## config.mk

```make
export PLATFORM = sky130hd
export DESIGN_NAME = feed_rotor_jam_backoff_control
export DESIGN_NICKNAME = d
export VERILOG_FILES = /design/src/frjb_pkg.sv /design/src/frjb_cfg_regs.sv /design/src/frjb_update.sv /design/src/feed_rotor_jam_backoff_control.sv
export SDC_FILE = /design/constraint.sdc
export NUM_CORES = 2
export LEC_CHECK = 0
export BUFFER_PORTS_ARGS = -buffer_cell sky130_fd_sc_hd__clkbuf_2
export CORE_ASPECT_RATIO = 0.5
export CORE_UTILIZATION = 55
export CTS_BUF_LIST = sky130_fd_sc_hd__clkbuf_16
export CTS_CLUSTER_DIAMETER = 50
export DETAILED_ROUTE_END_ITERATION = 10
export PLACE_DENSITY = 0.83
export SETUP_SLACK_MARGIN = 0.4
export SLEW_MARGIN = 30
export SYNTH_ARGS = -nofsm -noshare
export SYNTH_HDL_FRONTEND = slang
export SYNTH_SLANG_ARGS = --single-unit
```

## constraint.sdc

```tcl
create_clock -name clk -period 29 [get_ports clk]
set_clock_uncertainty 0.15 [all_clocks]
set_input_delay 5.8 -clock clk [delete_from_list [all_inputs] [get_ports clk]]
set_output_delay 5.8 -clock clk [all_outputs]
set_load 0.01 [all_outputs]
```

## src/frjb_pkg.sv

```systemverilog
// Package for the feed rotor jam backoff controller.
// Holds the item, state, result and configuration types, codes and saturation helper.
// No dependencies.
package frjb_pkg;

	typedef enum logic [1:0] {
		MODE_DISABLED = 2'd0,
		MODE_NORMAL   = 2'd1,
		MODE_BACKOFF  = 2'd2
	} mode_t;

	localparam logic [1:0] FUNC_TICK    = 2'd0;
	localparam logic [1:0] FUNC_ENABLE  = 2'd1;
	localparam logic [1:0] FUNC_DISABLE = 2'd2;

	localparam logic [1:0] CMD_NONE  = 2'd0;
	localparam logic [1:0] CMD_START = 2'd1;
	localparam logic [1:0] CMD_STOP  = 2'd2;

	localparam int CFG_INDEX_W = 3;
	localparam int CFG_DATA_W  = 24;

	localparam logic [CFG_INDEX_W-1:0] CFG_SHOT_ANGLE        = 3'd0;
	localparam logic [CFG_INDEX_W-1:0] CFG_JAM_TORQUE_LIMIT  = 3'd1;
	localparam logic [CFG_INDEX_W-1:0] CFG_JAM_TIME_US       = 3'd2;
	localparam logic [CFG_INDEX_W-1:0] CFG_BACKOFF_ANGLE     = 3'd3;
	localparam logic [CFG_INDEX_W-1:0] CFG_BACKOFF_TOLERANCE = 3'd4;

	typedef struct packed {
		logic signed [17:0] shot_angle;
		logic [14:0]        jam_torque_limit;
		logic [23:0]        jam_time_us;
		logic [16:0]        backoff_angle;
		logic [16:0]        backoff_tolerance;
	} cfg_t;

	typedef struct packed {
		logic [1:0]         func;
		logic [15:0]        shot_count;
		logic signed [31:0] motor_angle;
		logic signed [15:0] motor_torque;
		logic [15:0]        tick_time_us;
	} item_t;

	typedef struct packed {
		mode_t              mode;
		logic signed [31:0] target_angle;
		logic [15:0]        handled_sequence;
		logic [31:0]        jam_timer;
	} state_t;

	typedef struct packed {
		logic signed [31:0] motor_ref;
		logic               ref_valid;
		logic [1:0]         motor_command;
		mode_t              mode;
	} result_t;

	function automatic logic signed [31:0] sat32(input logic signed [35:0] v);
		logic signed [31:0] r;
		if (v > 36'sd2147483647) begin
			r = 32'sh7FFFFFFF;
		end else if (v < -36'sd2147483648) begin
			r = 32'sh80000000;
		end else begin
			r = v[31:0];
		end
		return r;
	endfunction

endpackage

```

## src/frjb_cfg_regs.sv

```systemverilog
// Configuration register bank of the feed rotor jam backoff controller.
// Depends on frjb_pkg for the register indexes and the configuration struct.
module frjb_cfg_regs (
	input  logic                             clk,
	input  logic                             arst_n,
	input  logic                             cfg_valid,
	output logic                             cfg_ready,
	input  logic [frjb_pkg::CFG_INDEX_W-1:0] cfg_index,
	input  logic [frjb_pkg::CFG_DATA_W-1:0]  cfg_data,
	output frjb_pkg::cfg_t                   cfg
);
	import frjb_pkg::*;

	cfg_t cfg_q;

	assign cfg_ready = 1'b1;
	assign cfg = cfg_q;

	always_ff @(posedge clk or negedge arst_n) begin
		if (!arst_n) begin
			cfg_q.shot_angle        <= 18'sd11520;
			cfg_q.jam_torque_limit  <= 15'd10000;
			cfg_q.jam_time_us       <= 24'd500000;
			cfg_q.backoff_angle     <= 17'd7680;
			cfg_q.backoff_tolerance <= 17'd512;
		end else if (cfg_valid && cfg_ready) begin
			case (cfg_index)
				CFG_SHOT_ANGLE:        cfg_q.shot_angle        <= cfg_data[17:0];
				CFG_JAM_TORQUE_LIMIT:  cfg_q.jam_torque_limit  <= cfg_data[14:0];
				CFG_JAM_TIME_US:       cfg_q.jam_time_us       <= cfg_data[23:0];
				CFG_BACKOFF_ANGLE:     cfg_q.backoff_angle     <= cfg_data[16:0];
				CFG_BACKOFF_TOLERANCE: cfg_q.backoff_tolerance <= cfg_data[16:0];
				default: ;
			endcase
		end
	end

endmodule

```

## src/frjb_update.sv

```systemverilog
// Next-state and result logic for one item of the feed rotor jam backoff controller.
// Depends on frjb_pkg for the item, state, result and configuration types.
module frjb_update (
	input  frjb_pkg::item_t   item,
	input  frjb_pkg::state_t  st,
	input  frjb_pkg::cfg_t    cfg,
	output frjb_pkg::state_t  st_next,
	output frjb_pkg::result_t res
);
	import frjb_pkg::*;

	logic [15:0]        delta;
	logic signed [34:0] prod;
	logic signed [35:0] adv_sum;
	logic signed [31:0] adv_target;
	logic [15:0]        torque_mag;
	logic               over_torque;
	logic [32:0]        timer_sum;
	logic [31:0]        timer_acc;
	logic               jam;
	logic signed [35:0] angle_ext;
	logic signed [35:0] backoff_sum;
	logic signed [31:0] backoff_target;
	logic signed [32:0] err;
	logic signed [32:0] tol;

	always_comb begin
		delta = item.shot_count - st.handled_sequence;
		prod = $signed({1'b0, delta}) * cfg.shot_angle;
		adv_sum = {{4{st.target_angle[31]}}, st.target_angle} + {prod[34], prod};
		adv_target = sat32(adv_sum);

		torque_mag = item.motor_torque[15] ? 16'(-item.motor_torque)
			: item.motor_torque[15:0];
		over_torque = torque_mag >= {1'b0, cfg.jam_torque_limit};
		timer_sum = {1'b0, st.jam_timer} + {17'd0, item.tick_time_us};
		if (!over_torque) begin
			timer_acc = 32'd0;
		end else if (timer_sum[32]) begin
			timer_acc = 32'hFFFFFFFF;
		end else begin
			timer_acc = timer_sum[31:0];
		end
		jam = timer_acc >= {8'd0, cfg.jam_time_us};

		angle_ext = {{4{item.motor_angle[31]}}, item.motor_angle};
		if (cfg.shot_angle > 18'sd0) begin
			backoff_sum = angle_ext - {19'd0, cfg.backoff_angle};
		end else if (cfg.shot_angle < 18'sd0) begin
			backoff_sum = angle_ext + {19'd0, cfg.backoff_angle};
		end else begin
			backoff_sum = angle_ext;
		end
		backoff_target = sat32(backoff_sum);

		err = {st.target_angle[31], st.target_angle} - {item.motor_angle[31], item.motor_angle};
		tol = {16'd0, cfg.backoff_tolerance};

		st_next = st;
		res.ref_valid = 1'b0;
		res.motor_command = CMD_NONE;

		case (item.func)
			FUNC_ENABLE: begin
				st_next.target_angle = item.motor_angle;
				st_next.handled_sequence = item.shot_count;
				st_next.jam_timer = 32'd0;
				st_next.mode = MODE_NORMAL;
				res.motor_command = CMD_START;
			end
			FUNC_DISABLE: begin
				st_next.jam_timer = 32'd0;
				st_next.mode = MODE_DISABLED;
				res.motor_command = CMD_STOP;
			end
			FUNC_TICK: begin
				case (st.mode)
					MODE_NORMAL: begin
						st_next.handled_sequence = item.shot_count;
						res.ref_valid = 1'b1;
						if (jam) begin
							st_next.target_angle = backoff_target;
							st_next.jam_timer = 32'd0;
							st_next.mode = MODE_BACKOFF;
						end else begin
							st_next.target_angle = adv_target;
							st_next.jam_timer = timer_acc;
						end
					end
					MODE_BACKOFF: begin
						res.ref_valid = 1'b1;
						if (err <= tol && err >= -tol) begin
							st_next.mode = MODE_NORMAL;
						end
					end
					default: ;
				endcase
			end
			default: ;
		endcase

		res.motor_ref = res.ref_valid ? st_next.target_angle : 32'sd0;
		res.mode = st_next.mode;
	end

endmodule

```

## src/feed_rotor_jam_backoff_control.sv

```systemverilog
// Top level of the feed rotor jam backoff controller.
// Depends on frjb_pkg, frjb_cfg_regs and frjb_update.
//
// Items arrive on the s_ stream: s_tuser carries func and s_tdata the shot
// count, motor angle, motor torque and tick time. Every item gives exactly
// one result on the m_ stream: m_tuser carries ref_valid and m_tdata the
// motor reference, motor command and mode.
// A transaction on the s_ side lands in the input register; the item is then
// evaluated against the controller state and the result register is loaded
// once that register is empty or its result is being taken by the receiver.
// One item is accepted per cycle while results are taken. When the receiver
// stalls, the result register holds its transaction and the input register
// keeps one more item; s_tready then falls until m_tready returns.
// Configuration registers are written through the cfg_ channel, which is
// always ready; writes to an index outside the register list are dropped.
// Reset clears the mode to disabled, the target, shot count and jam timer to
// zero, loads the default configuration and empties both registers.
module feed_rotor_jam_backoff_control (
	input  logic                             clk,
	input  logic                             arst_n,
	input  logic                             s_tvalid,
	output logic                             s_tready,
	// shot_count[15:0], motor_angle[47:16], motor_torque[63:48], tick_time_us[79:64]
	input  logic [79:0]                      s_tdata,
	// func[1:0]
	input  logic [1:0]                       s_tuser,
	output logic                             m_tvalid,
	input  logic                             m_tready,
	// motor_ref[31:0], motor_command[33:32], mode[35:34], zero[39:36]
	output logic [39:0]                      m_tdata,
	// ref_valid[0]
	output logic [0:0]                       m_tuser,
	input  logic                             cfg_valid,
	output logic                             cfg_ready,
	input  logic [frjb_pkg::CFG_INDEX_W-1:0] cfg_index,
	input  logic [frjb_pkg::CFG_DATA_W-1:0]  cfg_data
);
	import frjb_pkg::*;

	cfg_t    cfg;
	item_t   item_s1;
	logic    valid_s1;
	state_t  state_q;
	state_t  state_next;
	result_t res;
	result_t res_s2;
	logic    valid_s2;
	logic    advance;

	frjb_cfg_regs u_cfg (
		.clk       (clk),
		.arst_n    (arst_n),
		.cfg_valid (cfg_valid),
		.cfg_ready (cfg_ready),
		.cfg_index (cfg_index),
		.cfg_data  (cfg_data),
		.cfg       (cfg)
	);

	frjb_update u_update (
		.item    (item_s1),
		.st      (state_q),
		.cfg     (cfg),
		.st_next (state_next),
		.res     (res)
	);

	assign advance  = valid_s1 && (!valid_s2 || m_tready);
	assign s_tready = !valid_s1 || advance;

	always_ff @(posedge clk or negedge arst_n) begin
		if (!arst_n) begin
			valid_s1 <= 1'b0;
		end else if (s_tready) begin
			valid_s1 <= s_tvalid;
		end
	end

	always_ff @(posedge clk) begin
		if (s_tvalid && s_tready) begin
			item_s1.func         <= s_tuser;
			item_s1.shot_count   <= s_tdata[15:0];
			item_s1.motor_angle  <= s_tdata[47:16];
			item_s1.motor_torque <= s_tdata[63:48];
			item_s1.tick_time_us <= s_tdata[79:64];
		end
	end

	always_ff @(posedge clk or negedge arst_n) begin
		if (!arst_n) begin
			state_q.mode             <= MODE_DISABLED;
			state_q.target_angle     <= 32'sd0;
			state_q.handled_sequence <= 16'd0;
			state_q.jam_timer        <= 32'd0;
		end else if (advance) begin
			state_q <= state_next;
		end
	end

	always_ff @(posedge clk or negedge arst_n) begin
		if (!arst_n) begin
			valid_s2 <= 1'b0;
		end else if (!valid_s2 || m_tready) begin
			valid_s2 <= valid_s1;
		end
	end

	always_ff @(posedge clk) begin
		if (advance) begin
			res_s2 <= res;
		end
	end

	assign m_tvalid = valid_s2;
	assign m_tdata  = {4'd0, res_s2.mode, res_s2.motor_command, res_s2.motor_ref};
	assign m_tuser  = res_s2.ref_valid;

`ifndef SYNTHESIS
	a_ref_not_disabled: assert property (@(posedge clk) disable iff (!arst_n)
		valid_s2 && res_s2.ref_valid |->
			res_s2.mode != MODE_DISABLED && res_s2.motor_command == CMD_NONE)
		else $error("reference issued with a disabled mode or a motor command");

	a_start_normal: assert property (@(posedge clk) disable iff (!arst_n)
		valid_s2 && res_s2.motor_command == CMD_START |-> res_s2.mode == MODE_NORMAL)
		else $error("start command without normal mode");

	a_stop_disabled: assert property (@(posedge clk) disable iff (!arst_n)
		valid_s2 && res_s2.motor_command == CMD_STOP |-> res_s2.mode == MODE_DISABLED)
		else $error("stop command without disabled mode");

	a_mode_tracks_state: assert property (@(posedge clk) disable iff (!arst_n)
		advance |=> valid_s2 && res_s2.mode == state_q.mode)
		else $error("result mode differs from controller state");
`endif

endmodule
```

==> out/results.tsv <==
metric	value	unit
worst_r2r_startpoint	item_s1[65]	
mostFrequentLayoutCell	sky130_fd_sc_hd__inv_1	
drtIter0Drc	2940	
gr-total-overflow	0	
ant_nets	0	
setup_viol_count_final	0	
synth_seq_cells	294	
critPathMaxFanout	3	
crit_path_top_delay_cell	sky130_fd_sc_hd__nand3b_1	
floorplan.io_pins	158	
layout-drive-gt1-share	9.31	%
tns	0	ps
placement.cell_area	0.0368	sq mm
i_o_buffers	152	
stdcell_count	4961	
seq_area_frac_synth	22.5	%
first_pass_iters	6	
floorplan.initialDensity	55.9	%
ctsResizeCount	0	
detailroute.via_count	29800	
cts_buffers	34	
fin_nets	4840	
clock.fmax	82.1	MHz
synthCells	4076	
grt_setup_unrepaired	false	
timing.hold.worst.start	state_q[15]	
diodes_inserted	0	
hold_ws	338	ps
placementRows	65	
clk_pin_slew_worst_paths	70	ps
post-route-cell-area	0.0380	sq mm
yosys_warnings	0	
clk_path_buf_depth	3	
grt_pass1_vias	29600	
worstRegToRegCells	33	
initial_antenna_violation_count	3	
most-common-layout-cells	sky130_fd_sc_hd__inv_1, sky130_fd_sc_hd__nand2_1, sky130_fd_sc_hd__fa_1, sky130_fd_sc_hd__ha_1, sky130_fd_sc_hd__a21oi_1	
launching_element_type_of_the_critical_path	primary input	
cp.buffers_inverters	2	
clk-insertion-delay-late	570	ps
post_drt_via_cell_ratio	6.00	
ys_async_sr_fraction	59.5	%
largest_net_degree_at_the_start_of_global_routing	77	
tritoncts	yes	
routed_wirelength	98.1	mm
die_w	361	um
worst_path_largest_cell_delay	190	ps
p_r_area_growth_vs_syn	7.08	%
fin_crit_sh	42.0	%
report.final.hold_viol_count	0	
clk_root_buffer_cell	sky130_fd_sc_hd__clkbuf_16	
wp_data_arrival	6240	ps
hold_buffers	0	
slew_headroom	32.2	%
dp.cells	4899	
worstHoldEndpoint	state_q[15]	
hold-path-cell-count	2	
final-max-slew-violation-count	0	
run_status	complete, no violations	
ys.flop_type	sky130_fd_sc_hd__dfrtp_1	
setup.worst_path.end_class	output port	
postCtsSetupBuffers	0	
routed_wire_length_per_instance	19.8	um
h_tree_depth	2	
vertical_die_dimension	182	um
fp.dieArea	0.0656	sq mm
period_needed	12190	ps
synth_enable_flop_cells	119	
top_cell_family_by_delay_on_the_critical_path	buffers and inverters	
worst_r2r_endpoint	m_tdata[25]	
core_region_area	0.0634	sq mm
drc_errors	0	
max-cap-violations	0	
regToRegSetupSlack	17950	ps
syn-cell-area	0.0355	sq mm
synth.avg_cell_area	8.70	sq um
max_slew.worst_pin.slew	1020	ps
place.detailed.hpwl	78.6	mm
critical_path_cell_by_cell	clkbuf_2, nand3b_1, clkbuf_2	
cts_sinks	294	
worst_ep_required_time	23050	ps
track_usage	30.7	%
grt_pass1_wl	161	mm
hp-class	reg -> reg	
critical-path-top-cell-by-count	sky130_fd_sc_hd__clkbuf_2	
gp_routability_congestion	0.950	
criticalPathCategory	in -> out	
yosys.cell_types.count	92	
[metal layers]
metal	track usage (%)	share of wire, %	up-vias
met3	4.65	8.0	172
li1	-	-	13800
met1	43.9	44	14600
met5	0	0.013	-
met4	7.39	2.4	2
met2	49.1	45	1211
[worst max-delay path by stage]
stage / startpoint / cells past startpoint / endpoint
floorplan: m_tready / 1 / s_tready
global placement: m_tready / 3 / s_tready
detailed placement: m_tready / 3 / s_tready
CTS: m_tready / 3 / s_tready
global route: m_tready / 3 / s_tready
finish: m_tready / 3 / s_tready
[through the flow]
stage	setup WS, ps	utilization, %
floorplan	17040	-
global placement	16830	58.1
detailed placement	16820	58.1
CTS	16820	59.9
global route	16800	59.9
finish	16810	59.9
[cells in the mapped netlist, types with 20 or more instances]
master                     number  area share [%]
sky130_fd_sc_hd__nor3_1        66            0.93
sky130_fd_sc_hd__xnor2_1      114             2.8
sky130_fd_sc_hd__o31ai_1       40            0.85
sky130_fd_sc_hd__xor2_1        39            0.96
sky130_fd_sc_hd__a21oi_1      207             2.9
sky130_fd_sc_hd__a211oi_1      55             1.2
sky130_fd_sc_hd__a31oi_1       36            0.63
sky130_fd_sc_hd__clkbuf_1     189             2.0
sky130_fd_sc_hd__nand4_1       36            0.63
sky130_fd_sc_hd__nor2_1       205             2.2
sky130_fd_sc_hd__nor2b_1       22            0.39
sky130_fd_sc_hd__ha_1         285              10
sky130_fd_sc_hd__o21ai_0      185             2.6
sky130_fd_sc_hd__dfrtp_1      154              11
sky130_fd_sc_hd__dfstp_2       21             1.6
sky130_fd_sc_hd__nor4_1        30            0.53
sky130_fd_sc_hd__and2_1       116             2.0
sky130_fd_sc_hd__and3_1        27            0.48
sky130_fd_sc_hd__o211ai_1      45            0.95
sky130_fd_sc_hd__nor4b_1       32            0.79
sky130_fd_sc_hd__edfxtp_1     119              10
sky130_fd_sc_hd__a21o_1        74             1.6
sky130_fd_sc_hd__o21a_1        23            0.49
sky130_fd_sc_hd__inv_1        647             6.8
sky130_fd_sc_hd__nand3_1       81             1.1
sky130_fd_sc_hd__fa_1         343              19
sky130_fd_sc_hd__or3_1         20            0.35
sky130_fd_sc_hd__nand2b_1      39            0.69
sky130_fd_sc_hd__nand2_1      439             4.6
sky130_fd_sc_hd__mux2_2        41             1.3
[registers in the layout, indices dropped and copies added, names as in the netlist]
| register | count |
|---|---|
| u_cfg.cfg | 91 |
| item_s1 | 82 |
| state_q | 82 |
| m_tdata | 36 |
| m_tuser | 1 |
| m_tvalid | 1 |
| valid_s1 | 1 |
[final cells by class]
cell class                 instances  area, sq um
sequential                       294         7980
clock inverter                    27          273
fill                            5286        25400
timing repair buffer             199         1130
clock buffer                      35          876
inverter                         649         2440
multi-input combinational       2920        24300
tap                              837         1050
[worst min-delay path, delay by kind of cell, from the launching register on]
family           cells  cell delay (ps)
AO/OA/AOI/OAI        1               50
flip-flops           1              350
AND/OR/NAND/NOR      1               60
[kinds of logic (layout without fill, tap and decap cells)]
logic type	count (synthesis)	count (layout)	share of synthesized area, %
adder cells (fa/ha/maj)	628	628	29.4
AO/OA/AOI/OAI	921	921	17.4
AND/OR/NAND/NOR	1164	1164	16.0
buffers and inverters	865	910	9.38
XOR/XNOR	153	153	3.78
flip-flops	294	294	22.5
multiplexers	49	49	1.53
other	2	5	0.0212
Power is left out: the tool's default activity adds up to more than one toggle a clock period on the data nets, which glitch-free logic cannot reach.
